`config.mk`:
```
export PLATFORM = sky130hd
export DESIGN_NAME = bptc_wide_mul
export DESIGN_NICKNAME = d
export VERILOG_FILES = /design/src/rtl/assert_macros.svh /design/src/rtl/bptc_pkg.sv /design/src/rtl/bptc_wide_mul.sv
export SDC_FILE = /design/constraint.sdc
export NUM_CORES = 2
export LEC_CHECK = 0
export ABC_AREA = 1
export BUFFER_PORTS_ARGS = -buffer_cell sky130_fd_sc_hd__buf_2
export CAP_MARGIN = 10
export CORE_ASPECT_RATIO = 0.9
export CORE_MARGIN = 2
export CORE_UTILIZATION = 40
export DETAILED_ROUTE_END_ITERATION = 8
export PLACE_DENSITY = 0.65
export SETUP_SLACK_MARGIN = 0.5
export SLEW_MARGIN = 30
export SYNTH_ARGS = -nofsm -noshare
export SYNTH_HDL_FRONTEND = slang
export SYNTH_SLANG_ARGS = --single-unit
```
`constraint.sdc`:
```
create_clock -name clk -period 12.6 [get_ports clk]
set_input_delay 2.52 -clock clk [delete_from_list [all_inputs] [get_ports clk]]
set_output_delay 2.52 -clock clk [all_outputs]
set_load 0.01 [all_outputs]
```
`src/rtl/assert_macros.svh`:
```
// Assertion helpers for the RTL
`ifndef ASSERT_MACROS_SVH
`define ASSERT_MACROS_SVH

// same-cycle implication
`define ASSERT_IMPLIES(label, clk, rst_n, ante, cons, msg) \
    label: assert property (@(posedge clk) disable iff (!rst_n) (ante) |-> (cons)) \
        else $error(msg);

// next-cycle implication
`define ASSERT_NEXT(label, clk, rst_n, ante, cons, msg) \
    label: assert property (@(posedge clk) disable iff (!rst_n) (ante) |=> (cons)) \
        else $error(msg);

`endif

```
`src/rtl/bptc_pkg.sv`:
```
package bptc_pkg;

    localparam int RAW_W      = 24;
    localparam int CAL_W      = 16;
    localparam int NUM_CAL    = 6;
    localparam int CFG_IDX_W  = 3;
    localparam int TEMP_W     = 19;
    localparam int PRES_W     = 32;

    localparam int DT_W       = 25;
    localparam int XPROD_W    = 42;
    localparam int DD_W       = 50;
    localparam int TDIFF_W    = 19;
    localparam int OFFD_W     = 36;
    localparam int SENSD_W    = 35;
    localparam int T2_W       = 18;
    localparam int OFF_W      = 37;
    localparam int SENS_W     = 36;
    localparam int SQ_W       = 35;
    localparam int OFF2_W     = 37;
    localparam int SENS2_W    = 36;
    localparam int OFFF_W     = 39;
    localparam int SENSF_W    = 38;
    localparam int PP_SPLIT   = 18;
    localparam int PP_LO_W    = RAW_W + PP_SPLIT;
    localparam int PP_HI_W    = RAW_W + 1 + SENSF_W - PP_SPLIT;
    localparam int PROD_W     = 63;
    localparam int Q1_W       = PROD_W - 21;
    localparam int Q2_W       = Q1_W + 1;
    localparam int PRES_RAW_W = Q2_W - 15;

    localparam int TEMP_REF     = 2000;
    localparam int OFF2_GAIN    = 61;
    localparam int TEMP_SHIFT   = 23;
    localparam int C2_SHIFT     = 17;
    localparam int C1_SHIFT     = 16;
    localparam int OFF_SHIFT    = 6;
    localparam int SENS_SHIFT   = 7;
    localparam int T2_SHIFT     = 31;
    localparam int OFF2_SHIFT   = 4;
    localparam int PROD_SHIFT   = 21;
    localparam int PRES_SHIFT   = 15;
    localparam int C5_SHIFT     = 8;

    localparam int NUM_STAGES = 11;

    typedef enum logic [CFG_IDX_W-1:0] {
        REG_SENS   = 3'd0,
        REG_OFF    = 3'd1,
        REG_TCS    = 3'd2,
        REG_TCO    = 3'd3,
        REG_TREF   = 3'd4,
        REG_TSLOPE = 3'd5
    } cal_idx_t;

    typedef struct packed {
        logic ld_pp;
        logic ld_sum;
    } mul_ld_t;

endpackage

```
`src/rtl/bptc_wide_mul.sv`:
```
module bptc_wide_mul
    import bptc_pkg::*;
(
    input  logic                       clk,
    input  mul_ld_t                    ld,
    input  logic [RAW_W-1:0]           a,
    input  logic signed [SENSF_W-1:0]  b,
    output logic signed [PROD_W-1:0]   p
);

    logic [PP_LO_W-1:0]        pp_lo_reg;
    logic signed [PP_HI_W-1:0] pp_hi_reg;
    logic signed [PROD_W-1:0]  prod_reg;
    logic [PP_LO_W-1:0]        pp_lo_next;
    logic signed [PP_HI_W-1:0] pp_hi_next;
    logic signed [PROD_W-1:0]  prod_next;
    logic signed [SENSF_W-PP_SPLIT-1:0] b_hi;

    assign b_hi       = b[SENSF_W-1:PP_SPLIT];
    assign pp_lo_next = {{PP_SPLIT{1'b0}}, a} * {{RAW_W{1'b0}}, b[PP_SPLIT-1:0]};
    assign pp_hi_next = $signed({1'b0, a}) * b_hi;
    assign prod_next  = ($signed({{(PROD_W-PP_HI_W){pp_hi_reg[PP_HI_W-1]}}, pp_hi_reg})
                         <<< PP_SPLIT)
                        + $signed({{(PROD_W-PP_LO_W){1'b0}}, pp_lo_reg});

    always_ff @(posedge clk)
    begin
        if (ld.ld_pp)
        begin
            pp_lo_reg <= pp_lo_next;
            pp_hi_reg <= pp_hi_next;
        end
        if (ld.ld_sum)
        begin
            prod_reg <= prod_next;
        end
    end

    assign p = prod_reg;

endmodule

```
==> After elaboration in Yosys (flattened, before gate mapping) <==
Index checks and enable logic that the tools add are counted.
{ "word_totals": {"ff_bits": 150, "inputBits": 65, "wordCells": 6} }
{ "op_classes": {"addsub": 1, "multipliers": 2} }
{ "op_table": {"columns": ["operator", "n"], "rows": [
  ["63-bit by 43-bit adder with 63-bit output", 1],
  ["25-bit by 20-bit multiplier with 45-bit output", 1],
  ["24-bit by 18-bit multiplier with 42-bit output", 1]
]} }

==> Depth between registers and ports, before layout <==
{ "depth": {"ltp_word": 1, "mapped_depth": 30, "mapped_depth_nobuf": 28} }

==> Worst setup path before layout <==
No wires, ideal clock.
{ "synth_timing": {"path_kind": "input to register", "from": "in a[19]", "to": "reg pp_hi_reg[42], data pin", "arrival_time_ps": 7911, "required_ps": 12348, "slack_ps": 4437, "cell_stages": 25, "path_cell_list": "clkbuf_1 clkbuf_1 nand2_1 fa_1 inv_1 fa_1 inv_1 fa_1 inv_1 fa_1 fa_1 fa_1 inv_1 fa_1 inv_1 ha_1 nand2_1 nor2_1 nand2_1 nor2_1 nand2_1 nand3_2 nand2_1 nand3_1 nand2_1"} }
{ "synth_via": {"elab_chain_len": 1} }
{ "synth_lines": {"columns": ["item", "line", "source"], "rows": [
  ["from (decl)", "bptc_wide_mul.sv:6", "input logic [RAW_W-1:0] a,"],
  ["25-bit by 20-bit multiplier with 45-bit output", "bptc_wide_mul.sv:21", "assign pp_hi_next = $signed({1'b0, a}) * b_hi;"],
  ["net pp_hi_next[42]", "bptc_wide_mul.sv:15", "logic signed [PP_HI_W-1:0] pp_hi_next;"],
  ["to (signal assigned)", "bptc_wide_mul.sv:31", "pp_hi_reg <= pp_hi_next;"],
  ["to (decl)", "bptc_wide_mul.sv:12", "logic signed [PP_HI_W-1:0] pp_hi_reg;"]
]} }
The timed path passes the listed nets, and every way through them passes these cells.
A chain may end at the register's enable or synchronous reset.

==> Worst setup path after layout <==
{ "layout_timing": {"from": "in a[17]", "to": "reg pp_hi_reg[31], data pin"} }
The elaborated chain is that of the path after synthesis.

==> metrics.cfg <==
[outcome]
status = complete, no violations

[synth]
synth-xor-area-share_pct = 1.64
syn_nets = 6356
ys.flop_type = edfxtp_1
synth.avg_cell_area_sq_um = 7.56
synth_top_family_by_area = adder cells
seq_area_frac_synth_pct = 11.4
synthTopCellsByCount = nand2_1, inv_1, fa_1
syn_inst = 5224
yosysMostFrequentCell = nand2_1
ys_types = 33
yosys.area.top_type_share_pct = 37.8
synth_adder_area_share_pct = 48.0
synth_compound_area_share_pct = 1.63
async_flop_share_pct = 0
netlist_area_sq_mm = 0.0395
synth-seq-cells = 150
yosysTopAreaCell = fa_1
synth.area.top_cells = fa_1, nand2_1, inv_1
synthSimpleGateAreaFrac_pct = 20.4
synth_warnings = 0
synth_edf_count = 150
synth_mux_area_share_pct = 0

[sta]
finalSetupTns_ns = 0
hold_viol = 0
rsz0062_at_grt = false
fin_crit_sh_pct = 67.6
tightest_slew_ns = 1.01
final_max_slew_viol_count = 0
fmax_mhz = 117
fin_skew_ns = 0.0142
setup_viol = 0
fin_crit_ns = 8.52
slew_headroom_pct = 32.8

[finish]
fin_nets = 6345
area_growth_pct = 5.96
fillCellCount = 9924
largest_reg_flops = 63
final_layout_size_suffix_gt1_share_pct = 4.48

[clocking]
cts_tree = done
clockRootBuffer = clkbuf_16
cts_buffers = 17
post-cts-setup-buffers = 0
ctsHoldBuffers = 0
clk_pin_slew_worst_paths_ns = 0.07
clockBufferDepth = 2
cts_resized = 0
h-tree-depth = 4
cts_sinks = 150
insertion_delay_ns = 0.49

[setup_path]
crit_required_ns = 12.82
path_class = in -> reg
cp-endpoint = pp_hi_reg[31]$_DFFE_PP_
path_max_fanout = 38
r2r_cells = 13
cp-start-kind = primary input
cp-startpoint = a[17]
ff2ff_setup_slack_ns = 10.13
crit_path_end_kind = register
r2r-start = pp_lo_reg[18]$_DFFE_PP_
cp.arrival_ns = 8.74
r2r_end = p[46]$_DFFE_PP_

[floorplan]
die_area_sq_mm = 0.101
boundaryPins = 128
core_area_sq_mm = 0.0981
rows = 109
die_h_um = 302
initial_core_util_pct = 40.3
die_w_um = 335

[global_route]
grt_max_degree = 71
grt_first_pass_wirelength_mm = 182
overflow = 0
grt_use_total_pct = 23.3
antenna_found_initial = 4
grt_pass1_vias = 32900

[drt]
viasPerCell = 4.81
finalWirelength_mm = 112
vias = 31300
drtIter0Drc = 2346
dr.pass1.iters = 5
wl_per_cell_um = 17.2
drtAntennaViolNets = 0
drc_errors = 0

[placed_design]
place_congestion = 0.922
place_hpwl_mm = 89.6
port_buffers = 127

[job]
cap_violations = 0

[worst_hold_path]
min_path_type = reg -> reg
hold_depth = 0

## worst min path at each step
| stage | from | to | slack [ns] |
|---|---|---|---|
| 2_1_floorplan | pp_lo_reg[0]$_DFFE_PP_ | p[0]$_DFFE_PP_ | 0.40 |
| 3_3_place_gp | pp_lo_reg[12]$_DFFE_PP_ | p[12]$_DFFE_PP_ | 0.40 |
| 3_5_place_dp | pp_lo_reg[9]$_DFFE_PP_ | p[9]$_DFFE_PP_ | 0.41 |
| 4_1_cts | pp_lo_reg[10]$_DFFE_PP_ | p[10]$_DFFE_PP_ | 0.42 |
| 5_1_grt | pp_lo_reg[9]$_DFFE_PP_ | p[9]$_DFFE_PP_ | 0.42 |
| 6_report | pp_lo_reg[5]$_DFFE_PP_ | p[5]$_DFFE_PP_ | 0.42 |
## per-stage QoR
stage,util (%),instances,setup slack (ns),hold WS [ns],instance area (sq um)
after global placement,42.0,6469,3.58,0.401,41200
after detailed placement,42.0,6469,3.53,0.406,41200
after global routing,42.7,6503,3.74,0.422,41800
final,42.7,6503,4.08,0.418,41800
after floorplan,-,5224,4.44,0.400,39500
after CTS,42.6,6501,4.06,0.416,41800
## cell families (layout without fill, tap and decap cells)
family	after synthesis	in the layout
AO/OA/AOI/OAI	122	122
XOR/XNOR	74	74
adder cells (fa/ha/maj)	1067	1067
buffers and inverters	1780	1782
flip-flops	150	150
other	0	1
AND/OR/NAND/NOR	2031	2031
## cells in the final DEF, fill, tap and decap left out, drive strengths merged
master	Yosys	final
nand2	1669	1669
inv	1606	1614
fa	746	746
ha	321	321
nor2	183	183
edfxtp	150	150
buf	37	143
nand3	106	106
a21oi	79	79
xor2	56	56
nor3	28	28
o21ai	27	27
or2	20	20
xnor2	18	18
clkbuf	136	17
nand4	15	15
o21bai	9	9
a31oi	6	6
clkinv	1	6
and2	5	5
nand3b	2	2
nand2b	2	2
bufinv	0	2
diode	0	1
nor4	1	1
a21o	1	1
## routing by layer
layer	track usage, %	vias up	wire length [um]
met5	0	-	13
met2	36.0	1108	48400
met1	33.5	15300	51500
met4	6.76	2	3100
met3	4.17	124	9050
li1	-	14700	-
## final cells by class
cell class | count | area (sq um) | area share (%)
well taps | 1276 | 1600 | 3.82
clock buffers | 17 | 425 | 1.02
multi-input cells | 3294 | 28300 | 67.6
inverters | 1607 | 6030 | 14.4
clock inverters | 15 | 186 | 0.446
flip-flops and latches | 150 | 4500 | 10.8
diodes | 1 | 2.50 | 0.00598
repair buffers | 143 | 792 | 1.89
## worst max-delay path, stage by stage
cell and delay (ns):
buf_2 0.75, nand2_1 0.19, fa_1 0.55, fa_1 0.54, fa_1 0.52, inv_1 0.06
fa_1 0.56, fa_1 0.44, fa_1 0.49, inv_1 0.05, fa_1 0.49, inv_1 0.05
ha_1 0.40, nand2_1 0.13, nor2_1 0.29, nand2_1 0.13, nor2_1 0.11, nand2_1 0.07
nand3_2 0.14, nand2_1 0.09, nand3_1 0.07, nand2_1 0.11
Power is not shown: default switching activity piles up to over one toggle a cycle in this logic, so the estimate is an artifact.
